**config.mk**
```make
export PLATFORM = sky130hd
export DESIGN_NAME = sorted_key_value_table_top
export DESIGN_NICKNAME = d
export VERILOG_FILES = /design/src/hw/rtl/skvt_pkg.sv /design/src/hw/rtl/skvt_cell.sv /design/src/hw/rtl/sorted_key_value_table_top.sv
export VERILOG_INCLUDE_DIRS = /design/src /design/src/hw/rtl
export SDC_FILE = /design/constraint.sdc
export NUM_CORES = 2
export LEC_CHECK = 0
export ABC_AREA = 0
export BUFFER_PORTS_ARGS = -buffer_cell sky130_fd_sc_hd__clkbuf_2
export CORE_MARGIN = 2
export CORE_UTILIZATION = 38
export DETAILED_ROUTE_END_ITERATION = 12
export HOLD_SLACK_MARGIN = 0.03
export SETUP_SLACK_MARGIN = 0.5
export SLEW_MARGIN = 20
export SYNTH_ARGS = -nofsm -noshare
export SYNTH_HDL_FRONTEND = slang
export SYNTH_HIERARCHICAL = 1
export SYNTH_SLANG_ARGS = --single-unit
```
**constraint.sdc**
```tcl
create_clock -name i_clk -period 9.49 [get_ports i_clk]
set_clock_uncertainty 0.1 [all_clocks]
set_input_delay 1.4235 -clock i_clk [delete_from_list [all_inputs] [get_ports i_clk]]
set_output_delay 1.4235 -clock i_clk [all_outputs]
set_load 0.005 [all_outputs]
```
**src/hw/rtl/sorted_key_value_table_top_assert.svh**
```systemverilog
// Assertion macros for the sorted key/value table.
// Included by the top level; needs nothing else.
`ifndef SORTED_KEY_VALUE_TABLE_TOP_ASSERT_SVH
`define SORTED_KEY_VALUE_TABLE_TOP_ASSERT_SVH

// Same-cycle implication, checked out of reset
`define SKVT_ASSERT_NOW(label, clk, rst_n, ante, cons, msg) \
    label: assert property (@(posedge clk) disable iff (!rst_n) (ante) |-> (cons)) \
        else $error(msg);

// Next-cycle implication, checked out of reset
`define SKVT_ASSERT_NEXT(label, clk, rst_n, ante, cons, msg) \
    label: assert property (@(posedge clk) disable iff (!rst_n) (ante) |=> (cons)) \
        else $error(msg);

`endif

```
**src/hw/rtl/skvt_pkg.sv**
```systemverilog
// Shared types and constants for the sorted key/value table.
// Used by skvt_cell and sorted_key_value_table_top; no dependencies.
`default_nettype none

package skvt_pkg;

    // Fixed field widths of the stream payloads
    localparam int FUNC_W     = 3;
    localparam int FIELD_W    = 32;
    localparam int STATUS_W   = 2;
    localparam int ENTRIES_W  = 5;
    localparam int IN_TDATA_W = 72;
    localparam int OUT_TDATA_W = 72;

    // Operation codes
    typedef enum logic [FUNC_W-1:0] {
        FN_PUT    = 3'd0,
        FN_GET    = 3'd1,
        FN_REMOVE = 3'd2,
        FN_FIRST  = 3'd3,
        FN_NEXT   = 3'd4,
        FN_CLEAR  = 3'd5
    } t_func;

    // Result status codes
    localparam logic [STATUS_W-1:0] ST_OK      = 2'd0;
    localparam logic [STATUS_W-1:0] ST_MISSING = 2'd1;
    localparam logic [STATUS_W-1:0] ST_FULL    = 2'd2;

    // Controller states
    typedef enum logic {
        S_IDLE,
        S_EXEC
    } t_state;

    // Broadcast from controller to every cell
    typedef struct packed {
        logic look;      // compare lookup key, latch flags
        logic is_get;    // select on key match rather than index
        logic sgn;       // signed key order
        logic ins;       // insert new pair at sorted place
        logic rem;       // close the gap of the matching entry
        logic upd;       // overwrite value of the matching entry
    } t_cell_ctl;

    // Per-cell compare results, passed down the chain and to the controller
    typedef struct packed {
        logic match;     // this cell holds the lookup key
        logic less;      // this cell and every cell before it are below the key
        logic past;      // the matching cell is this one or an earlier one
    } t_cell_flags;

endpackage

`default_nettype wire

```
**src/hw/rtl/skvt_cell.sv**
```systemverilog
// One slot of the sorted table: holds a key/value pair, compares it against
// the broadcast key and shifts to/from its neighbors. Depends on skvt_pkg.
`default_nettype none

module skvt_cell #(
    parameter int KEY_WIDTH  = 32,
    parameter int DATA_WIDTH = 32,
    parameter int CNT_W      = 5,
    parameter int IDX_W      = 4,
    parameter int INDEX      = 0
) (
    input  wire                      i_clk,
    input  skvt_pkg::t_cell_ctl      i_ctl,
    input  wire  [KEY_WIDTH-1:0]     i_look_key,
    input  wire  [CNT_W-1:0]         i_count,
    input  wire  [IDX_W-1:0]         i_idx,
    input  wire  [KEY_WIDTH-1:0]     i_new_key,
    input  wire  [DATA_WIDTH-1:0]    i_new_value,
    input  wire                      i_prev_less,
    input  wire                      i_prev_past,
    input  wire  [KEY_WIDTH-1:0]     i_prev_key,
    input  wire  [DATA_WIDTH-1:0]    i_prev_value,
    input  wire  [KEY_WIDTH-1:0]     i_next_key,
    input  wire  [DATA_WIDTH-1:0]    i_next_value,
    output skvt_pkg::t_cell_flags    o_flags,
    output logic [KEY_WIDTH-1:0]     o_key,
    output logic [DATA_WIDTH-1:0]    o_value,
    output logic [KEY_WIDTH-1:0]     o_rd_key,
    output logic [DATA_WIDTH-1:0]    o_rd_value
);

    localparam logic [KEY_WIDTH-1:0] SIGN_MASK = KEY_WIDTH'(1) << (KEY_WIDTH - 1);
    localparam logic [CNT_W-1:0]     MY_CNT    = CNT_W'(INDEX);
    localparam logic [IDX_W-1:0]     MY_IDX    = IDX_W'(INDEX);

    logic [KEY_WIDTH-1:0]  r_key;
    logic [DATA_WIDTH-1:0] r_value;
    logic                  r_match;
    logic                  r_less;
    logic                  r_sel;

    logic                  w_occ;
    logic                  w_match;
    logic                  w_less;
    logic [KEY_WIDTH-1:0]  w_flip;
    logic                  w_lt_run;
    logic                  w_past;

    // Compare against the lookup key; signed order flips the sign bit
    assign w_occ   = MY_CNT < i_count;
    assign w_flip  = i_ctl.sgn ? SIGN_MASK : '0;
    assign w_match = w_occ && (r_key == i_look_key);
    assign w_less  = w_occ && ((r_key ^ w_flip) < (i_look_key ^ w_flip));

    // Flags latched on the accepted transaction
    always_ff @(posedge i_clk) begin
        if (i_ctl.look) begin
            r_match <= w_match;
            r_less  <= w_less;
            r_sel   <= i_ctl.is_get ? w_match : (i_idx == MY_IDX);
        end
    end

    // Run of smaller keys from the head, and match seen from the head
    assign w_lt_run = r_less && i_prev_less;
    assign w_past   = r_match || i_prev_past;

    // Entry storage: insert shifts up, remove shifts down, update overwrites the value
    always_ff @(posedge i_clk) begin
        if (i_ctl.ins) begin
            if (!w_lt_run) begin
                if (i_prev_less) begin
                    r_key   <= i_new_key;
                    r_value <= i_new_value;
                end else begin
                    r_key   <= i_prev_key;
                    r_value <= i_prev_value;
                end
            end
        end else if (i_ctl.rem) begin
            if (w_past) begin
                r_key   <= i_next_key;
                r_value <= i_next_value;
            end
        end else if (i_ctl.upd && r_match) begin
            r_value <= i_new_value;
        end
    end

    assign o_flags.match = r_match;
    assign o_flags.less  = w_lt_run;
    assign o_flags.past  = w_past;
    assign o_key         = r_key;
    assign o_value       = r_value;
    assign o_rd_key      = r_sel ? r_key : '0;
    assign o_rd_value    = r_sel ? r_value : '0;

endmodule

`default_nettype wire

```
**src/hw/rtl/sorted_key_value_table_top.sv**
```systemverilog
// Top level of the sorted key/value table: controller, cell chain, output register.
// Depends on skvt_pkg, skvt_cell and sorted_key_value_table_top_assert.svh.
//
//  Channel  Dir  Handshake                        Payload (low bit up)
//  s_axis   in   i_s_axis_tvalid/o_s_axis_tready  func[3] key[32] value[32] pad[5]
//  m_axis   out  o_m_axis_tvalid/i_m_axis_tready  status[2] found key_out data_out entries[5]
//  cfg      in   i_cfg_we                         signed_keys[1]
//
// Each operation runs as a compare step, in which every cell compares its key
// with the request in parallel on acceptance, then a step in which the cells shift or update.
// Reset is synchronous, active low; it empties the table and ends any walk.
// The result sits in an output register; a stalled master holds the engine in
// its execute state while an earlier result is still unaccepted, so nothing is dropped.
`default_nettype none

module sorted_key_value_table_top #(
    parameter int CAPACITY   = 16,
    parameter int KEY_WIDTH  = 32,
    parameter int DATA_WIDTH = 32
) (
    input  wire                                 i_clk,
    input  wire                                 i_rst_n,
    input  wire                                 i_s_axis_tvalid,
    output logic                                o_s_axis_tready,
    // func[2:0], key[34:3], value[66:35], zero[71:67]
    input  wire  [skvt_pkg::IN_TDATA_W-1:0]     i_s_axis_tdata,
    output logic                                o_m_axis_tvalid,
    input  wire                                 i_m_axis_tready,
    // status[1:0], found[2], key_out[34:3], data_out[66:35], entries[71:67]
    output logic [skvt_pkg::OUT_TDATA_W-1:0]    o_m_axis_tdata,
    input  wire                                 i_cfg_we,
    input  wire                                 i_cfg_wdata
);

    localparam int IDX_W = $clog2(CAPACITY);
    localparam int CNT_W = $clog2(CAPACITY + 1);
    localparam logic [CNT_W-1:0] CAP_CNT = CNT_W'(CAPACITY);

    // Control state
    skvt_pkg::t_state        r_state;
    skvt_pkg::t_state        n_state;
    logic [CNT_W-1:0]        r_count;
    logic [CNT_W-1:0]        n_count;
    logic [IDX_W-1:0]        r_iter_pos;
    logic [IDX_W-1:0]        n_iter_pos;
    logic                    r_iter_valid;
    logic                    n_iter_valid;
    logic                    r_signed;
    logic                    r_out_valid;

    // Held request and result payload
    skvt_pkg::t_func         r_func;
    logic [KEY_WIDTH-1:0]    r_key;
    logic [DATA_WIDTH-1:0]   r_value;
    logic [skvt_pkg::OUT_TDATA_W-1:0] r_out_data;

    // Request decode
    logic                    w_accept;
    logic                    w_commit;
    logic                    w_exec;
    skvt_pkg::t_func         w_in_func;
    logic [KEY_WIDTH-1:0]    w_in_key;
    logic [DATA_WIDTH-1:0]   w_in_value;
    logic [IDX_W-1:0]        w_idx;
    logic [CNT_W-1:0]        w_iter_next;

    // Execute decisions
    logic                    w_any_match;
    logic [skvt_pkg::STATUS_W-1:0] w_status;
    logic                    w_found;
    logic                    w_ins;
    logic                    w_rem;
    logic                    w_upd;
    skvt_pkg::t_cell_ctl     w_ctl;

    // Cell chain wiring
    skvt_pkg::t_cell_flags   w_flags   [CAPACITY];
    logic [CAPACITY-1:0]     w_match;
    logic [KEY_WIDTH-1:0]    w_cell_key   [CAPACITY];
    logic [DATA_WIDTH-1:0]   w_cell_value [CAPACITY];
    logic [KEY_WIDTH-1:0]    w_rd_key_c   [CAPACITY];
    logic [DATA_WIDTH-1:0]   w_rd_value_c [CAPACITY];
    logic [KEY_WIDTH-1:0]    w_rd_key;
    logic [DATA_WIDTH-1:0]   w_rd_value;

    // Input unpacking
    assign w_in_func  = skvt_pkg::t_func'(i_s_axis_tdata[2:0]);
    assign w_in_key   = KEY_WIDTH'(i_s_axis_tdata[34:3]);
    assign w_in_value = DATA_WIDTH'(i_s_axis_tdata[66:35]);
    assign w_accept   = i_s_axis_tvalid && o_s_axis_tready;
    assign w_exec     = (r_state == skvt_pkg::S_EXEC);
    assign w_iter_next = CNT_W'(r_iter_pos) + CNT_W'(1);
    assign w_idx      = (w_in_func == skvt_pkg::FN_FIRST) ? '0 : r_iter_pos + IDX_W'(1);

    // Next-state logic
    always_comb begin
        n_state = r_state;
        unique case (r_state)
            skvt_pkg::S_IDLE: begin
                if (w_accept) n_state = skvt_pkg::S_EXEC;
            end
            skvt_pkg::S_EXEC: begin
                if (w_commit) n_state = skvt_pkg::S_IDLE;
            end
            default: n_state = skvt_pkg::S_IDLE;
        endcase
    end

    // State outputs
    always_comb begin
        o_s_axis_tready = 1'b0;
        w_commit        = 1'b0;
        unique case (r_state)
            skvt_pkg::S_IDLE: o_s_axis_tready = 1'b1;
            skvt_pkg::S_EXEC: w_commit = !r_out_valid || i_m_axis_tready;
            default: ;
        endcase
    end

    // Operation decisions from the latched cell flags
    assign w_any_match = |w_match;

    always_comb begin
        n_count      = r_count;
        n_iter_pos   = r_iter_pos;
        n_iter_valid = r_iter_valid;
        w_status     = skvt_pkg::ST_OK;
        w_found      = 1'b0;
        w_ins        = 1'b0;
        w_rem        = 1'b0;
        w_upd        = 1'b0;
        unique case (r_func)
            skvt_pkg::FN_PUT: begin
                n_iter_valid = 1'b0;
                if (w_any_match) begin
                    w_upd = 1'b1;
                end else if (r_count >= CAP_CNT) begin
                    w_status = skvt_pkg::ST_FULL;
                end else begin
                    w_ins   = 1'b1;
                    n_count = r_count + CNT_W'(1);
                end
            end
            skvt_pkg::FN_GET: begin
                if (w_any_match) w_found = 1'b1;
                else             w_status = skvt_pkg::ST_MISSING;
            end
            skvt_pkg::FN_REMOVE: begin
                n_iter_valid = 1'b0;
                if (w_any_match) begin
                    w_rem   = 1'b1;
                    n_count = r_count - CNT_W'(1);
                end else begin
                    w_status = skvt_pkg::ST_MISSING;
                end
            end
            skvt_pkg::FN_FIRST: begin
                if (r_count == '0) begin
                    n_iter_valid = 1'b0;
                    w_status     = skvt_pkg::ST_MISSING;
                end else begin
                    n_iter_pos   = '0;
                    n_iter_valid = 1'b1;
                    w_found      = 1'b1;
                end
            end
            skvt_pkg::FN_NEXT: begin
                if (!r_iter_valid || (w_iter_next >= r_count)) begin
                    n_iter_valid = 1'b0;
                    w_status     = skvt_pkg::ST_MISSING;
                end else begin
                    n_iter_pos = r_iter_pos + IDX_W'(1);
                    w_found    = 1'b1;
                end
            end
            skvt_pkg::FN_CLEAR: begin
                n_count      = '0;
                n_iter_pos   = '0;
                n_iter_valid = 1'b0;
            end
            default: w_status = skvt_pkg::ST_MISSING;
        endcase
    end

    // Broadcast to cells
    assign w_ctl.look   = w_accept;
    assign w_ctl.is_get = (w_in_func == skvt_pkg::FN_GET);
    assign w_ctl.sgn    = r_signed;
    assign w_ctl.ins    = w_commit && w_ins;
    assign w_ctl.rem    = w_commit && w_rem;
    assign w_ctl.upd    = w_commit && w_upd;

    // Chain of cells, each linked to its neighbors
    for (genvar g = 0; g < CAPACITY; g++) begin : g_cell
        logic                  w_p_less;
        logic                  w_p_past;
        logic [KEY_WIDTH-1:0]  w_p_key;
        logic [DATA_WIDTH-1:0] w_p_value;
        logic [KEY_WIDTH-1:0]  w_n_key;
        logic [DATA_WIDTH-1:0] w_n_value;

        if (g == 0) begin : g_head
            assign w_p_less  = 1'b1;
            assign w_p_past  = 1'b0;
            assign w_p_key   = '0;
            assign w_p_value = '0;
        end else begin : g_mid
            assign w_p_less  = w_flags[g-1].less;
            assign w_p_past  = w_flags[g-1].past;
            assign w_p_key   = w_cell_key[g-1];
            assign w_p_value = w_cell_value[g-1];
        end

        if (g == CAPACITY - 1) begin : g_tail
            assign w_n_key   = '0;
            assign w_n_value = '0;
        end else begin : g_body
            assign w_n_key   = w_cell_key[g+1];
            assign w_n_value = w_cell_value[g+1];
        end

        skvt_cell #(
            .KEY_WIDTH  (KEY_WIDTH),
            .DATA_WIDTH (DATA_WIDTH),
            .CNT_W      (CNT_W),
            .IDX_W      (IDX_W),
            .INDEX      (g)
        ) u_cell (
            .i_clk        (i_clk),
            .i_ctl        (w_ctl),
            .i_look_key   (w_in_key),
            .i_count      (r_count),
            .i_idx        (w_idx),
            .i_new_key    (r_key),
            .i_new_value  (r_value),
            .i_prev_less  (w_p_less),
            .i_prev_past  (w_p_past),
            .i_prev_key   (w_p_key),
            .i_prev_value (w_p_value),
            .i_next_key   (w_n_key),
            .i_next_value (w_n_value),
            .o_flags      (w_flags[g]),
            .o_key        (w_cell_key[g]),
            .o_value      (w_cell_value[g]),
            .o_rd_key     (w_rd_key_c[g]),
            .o_rd_value   (w_rd_value_c[g])
        );

        assign w_match[g] = w_flags[g].match;
    end

    // Selected entry: at most one cell drives a nonzero read
    always_comb begin
        w_rd_key   = '0;
        w_rd_value = '0;
        for (int i = 0; i < CAPACITY; i++) begin
            w_rd_key   = w_rd_key | w_rd_key_c[i];
            w_rd_value = w_rd_value | w_rd_value_c[i];
        end
    end

    // Control registers
    always_ff @(posedge i_clk) begin
        if (!i_rst_n) begin
            r_state      <= skvt_pkg::S_IDLE;
            r_count      <= '0;
            r_iter_pos   <= '0;
            r_iter_valid <= 1'b0;
            r_signed     <= 1'b0;
            r_out_valid  <= 1'b0;
        end else begin
            r_state <= n_state;
            if (i_cfg_we) r_signed <= i_cfg_wdata;
            if (w_commit) begin
                r_count      <= n_count;
                r_iter_pos   <= n_iter_pos;
                r_iter_valid <= n_iter_valid;
                r_out_valid  <= 1'b1;
            end else if (i_m_axis_tready) begin
                r_out_valid  <= 1'b0;
            end
        end
    end

    // Request and result payload
    always_ff @(posedge i_clk) begin
        if (w_accept) begin
            r_func  <= w_in_func;
            r_key   <= w_in_key;
            r_value <= w_in_value;
        end
        if (w_commit) begin
            r_out_data[1:0]   <= w_status;
            r_out_data[2]     <= w_found;
            r_out_data[34:3]  <= w_found ? skvt_pkg::FIELD_W'(w_rd_key) : '0;
            r_out_data[66:35] <= w_found ? skvt_pkg::FIELD_W'(w_rd_value) : '0;
            r_out_data[71:67] <= skvt_pkg::ENTRIES_W'(n_count);
        end
    end

    assign o_m_axis_tvalid = r_out_valid;
    assign o_m_axis_tdata  = r_out_data;

    // Checks
    `include "sorted_key_value_table_top_assert.svh"

    `SKVT_ASSERT_NOW(a_count_bound, i_clk, i_rst_n, 1'b1, r_count <= CAP_CNT, "count over capacity")
    `SKVT_ASSERT_NEXT(a_accept_exec, i_clk, i_rst_n, w_accept, w_exec, "no execute after accept")
    `SKVT_ASSERT_NOW(a_iter_range, i_clk, i_rst_n, r_iter_valid, w_iter_next <= r_count, "walk past end")
    `SKVT_ASSERT_NOW(a_unique_match, i_clk, i_rst_n, w_exec, $onehot0(w_match), "key held twice")

endmodule

`default_nettype wire

```
==> Implementation_results.wiki <==
{| class="wikitable"
! Metric !! Value
|-
| Period Utilization, post-route || 0.868
|-
| CTS Hold Bufs || 0
|-
| Synthesis-to-layout area growth || 9.61%
|-
| Worst supply voltage drop on vdd || 187 µV
|-
| Final Util || 0.419
|-
| Total power density per cell area || 141 nW/µm²
|-
| Number of antenna violations at the first check in global routing || 27
|-
| Detailed router's first-iteration violation count || 8,440
|-
| Largest driver fanout on the critical path || 42
|-
| Startpoint of the worst-slack reg-to-reg timing path || g_cell[0].u_cell/r_less
|-
| Required time of the critical path || 9930 ps
|-
| Total length of routed wires || 316,000 µm
|-
| Hold Path Origin || o_m_axis_tvalid
|-
| Hold_ws || 403 ps
|-
| Number of nets with antenna violations after routing || 0
|-
| Critical path arrival || 8680 ps
|-
| Top-level I/O count || 152
|-
| First drt pass iteration count || 6
|-
| Worst Setup Slack post-DPL || 1330 ps
|-
| Effective utilization at floorplan || 0.382
|-
| Largest stage delay on the critical path || 690 ps
|-
| Cell Area, Placed || 91,600 µm²
|-
| Setup repair after global routing missed its margin || false
|-
| Post-synthesis instance area || 88,000 µm²
|-
| Clock network latency to the later pin of the worst-skew pair || 840 ps
|-
| Sort of element at the start of the critical path || register
|-
| Final weighted congestion of routability-driven global placement || 0.936
|-
| Global router's overall resource usage || 0.259
|-
| Critical-path cell with the highest stage delay || inv_6
|-
| Yosys synthesis warning count || 6
|-
| Overall power of the completed layout || 13.6 mW
|-
| Combined flip-flop and latch cell area || 36,600 µm²
|-
| Most frequent cells in the layout || a21oi_1 (1,253), edfxtp_1 (1,211), and2_1 (1,033), mux2i_1 (1,026), nor2_1 (603)
|-
| Clock sink count || 1,224
|-
| Total Die Area || 236,000 µm²
|-
| Cell count after placement || 11,807
|-
| Area of the multi-input gates || 47,400 µm²
|-
| Root buffer cell || clkbuf_16
|-
| Htree depth || 4
|-
| Overall die width || 485 µm
|-
| Drt drc || 0
|-
| Post-layout instance area || 96,500 µm²
|-
| Worst-case register-to-register setup slack || 1250 ps
|-
| Total global routing overflow || 0
|-
| Cell Count, Final, Fillers Out || 12,093
|-
| Outcome || complete, no violations
|-
| CORE AREA || 230,000 µm²
|-
| TritonCTS clock tree || built
|-
| Fraction of layout instances using a drive strength above 1 || 0.0663
|-
| Min Tclk post-route || 8240 ps
|-
| Max Root-Sink Buffers || 3
|-
| Fill cell count || 21,891
|-
| Detail-routed net length per standard cell || 26.1 µm
|-
| Detailed placer's ending HPWL || 197,000 µm
|-
| Worst Max-Slew Pin Slew || 1430 ps
|-
| Critical path class || register to register
|-
| Post-synthesis area per instance || 9.76 µm²
|-
| Number of global-route vias before repair || 66,455
|-
| Clock slew at reported path FFs || 60 ps
|-
| Number of setup violations in the final report || 0
|-
| Setup TNS Final || 0 ps
|-
| Cell count of the worst reg-to-reg path || 33
|-
| Max_slew headroom || 0.0494
|-
| Most frequent standard cell in the layout excluding fill and tap cells || a21oi_1
|-
| Num CTS Buffers || 156
|-
| Via-to-Cell Ratio || 5.89
|-
| First-pass GRT wire length || 457,000 µm
|-
| End of the worst register-to-register path || g_cell[15].u_cell/o_value[21]
|-
| Count of buffers inserted at the top-level ports || 146
|-
| Total of cells resized after clock tree synthesis || 0
|-
| Maximum clock frequency || 121 MHz
|-
| DR vias || 71,177
|-
| Reported leakage power || 34.7 nW
|-
| Depth of the worst hold-timing path || 2
|-
| Element type at the critical path end || register
|-
| Count of mapped cells out of synthesis || 9,021
|-
| Class of the worst hold path || register to register
|-
| Max-capacitance violation count || 0
|-
| Hold violation total from the final report || 0
|-
| Die outline height || 485 µm
|-
| Max Transition Viols Final || 0
|-
| Number of buffers inserted to repair setup after CTS || 0
|-
| Worst Setup Slack, final || 1250 ps
|-
| Count of nets after finishing || 9,525
|-
| Hold Path End || o_m_axis_tvalid
|-
| Maximum number of pins on one net before global-route repair || 277
|-
| Row cnt || 176
|}
[flip-flops by register name (all words and copies together) (netlist names)]
register               count
g_cell.u_cell/o_key      512
g_cell.u_cell/o_value    512
g_cell.u_cell/r_less      16
g_cell.u_cell/r_match     16
g_cell.u_cell/r_sel       16
o_m_axis_tdata            72
o_m_axis_tvalid            1
r_count                    5
r_func                     3
r_iter_pos                 4
r_iter_valid               1
r_key                     32
r_signed                   1
r_state                    1
r_value                   32
[cell type report]
class | count | area share
clock buffers | 213 | 0.0438
multi-input cells | 6760 | 0.491
diodes | 11 | 0.000285
repair buffers | 258 | 0.0181
flip-flops and latches | 1224 | 0.380
clock inverters | 59 | 0.00586
inverters | 542 | 0.0219
well taps | 3026 | 0.0392
[worst max-delay path: cells and delay by family, from the launching register on]
family	cells	cell delay, ps
buffers and inverters	16	4630
flip-flops	1	320
multiplexers	1	260
AND/OR/NAND/NOR	15	2470
AO/OA/AOI/OAI	1	100
[per-layer routing]
layer	global-route usage	part of all wire	up-vias
met5	0	0.00022	-
met4	0.0899	0.035	10
met3	0.0447	0.088	562
met2	0.394	0.44	3290
met1	0.369	0.44	34503
li1	-	-	32812
[power by group]
part	leakage, nW	total, mW	internal (mW)	switching (mW)
clock	2.32	5.82	3.31	2.52
combinational	21.2	1.45	0.533	0.919
sequential	11.2	6.29	6.09	0.199
[worst max path at each step]
| stage | startpoint | slack (ps) | cells past startpoint | to |
|---|---|---|---|---|
| 6_report | g_cell[0].u_cell/r_less | 1250 | 33 | g_cell[15].u_cell/o_value[21] |
| 3_5_place_dp | g_cell[0].u_cell/r_less | 1330 | 33 | g_cell[15].u_cell/o_value[21] |
| 2_1_floorplan | i_m_axis_tready | 850 | 11 | g_cell[4].u_cell/o_value[0] |
| 4_1_cts | g_cell[0].u_cell/r_less | 1280 | 33 | g_cell[15].u_cell/o_value[9] |
| 5_1_grt | g_cell[0].u_cell/r_less | 970 | 33 | g_cell[15].u_cell/o_value[16] |
| 3_3_place_gp | g_cell[0].u_cell/r_less | 1300 | 33 | g_cell[15].u_cell/o_value[8] |
(Power assumes the default switching activity.)
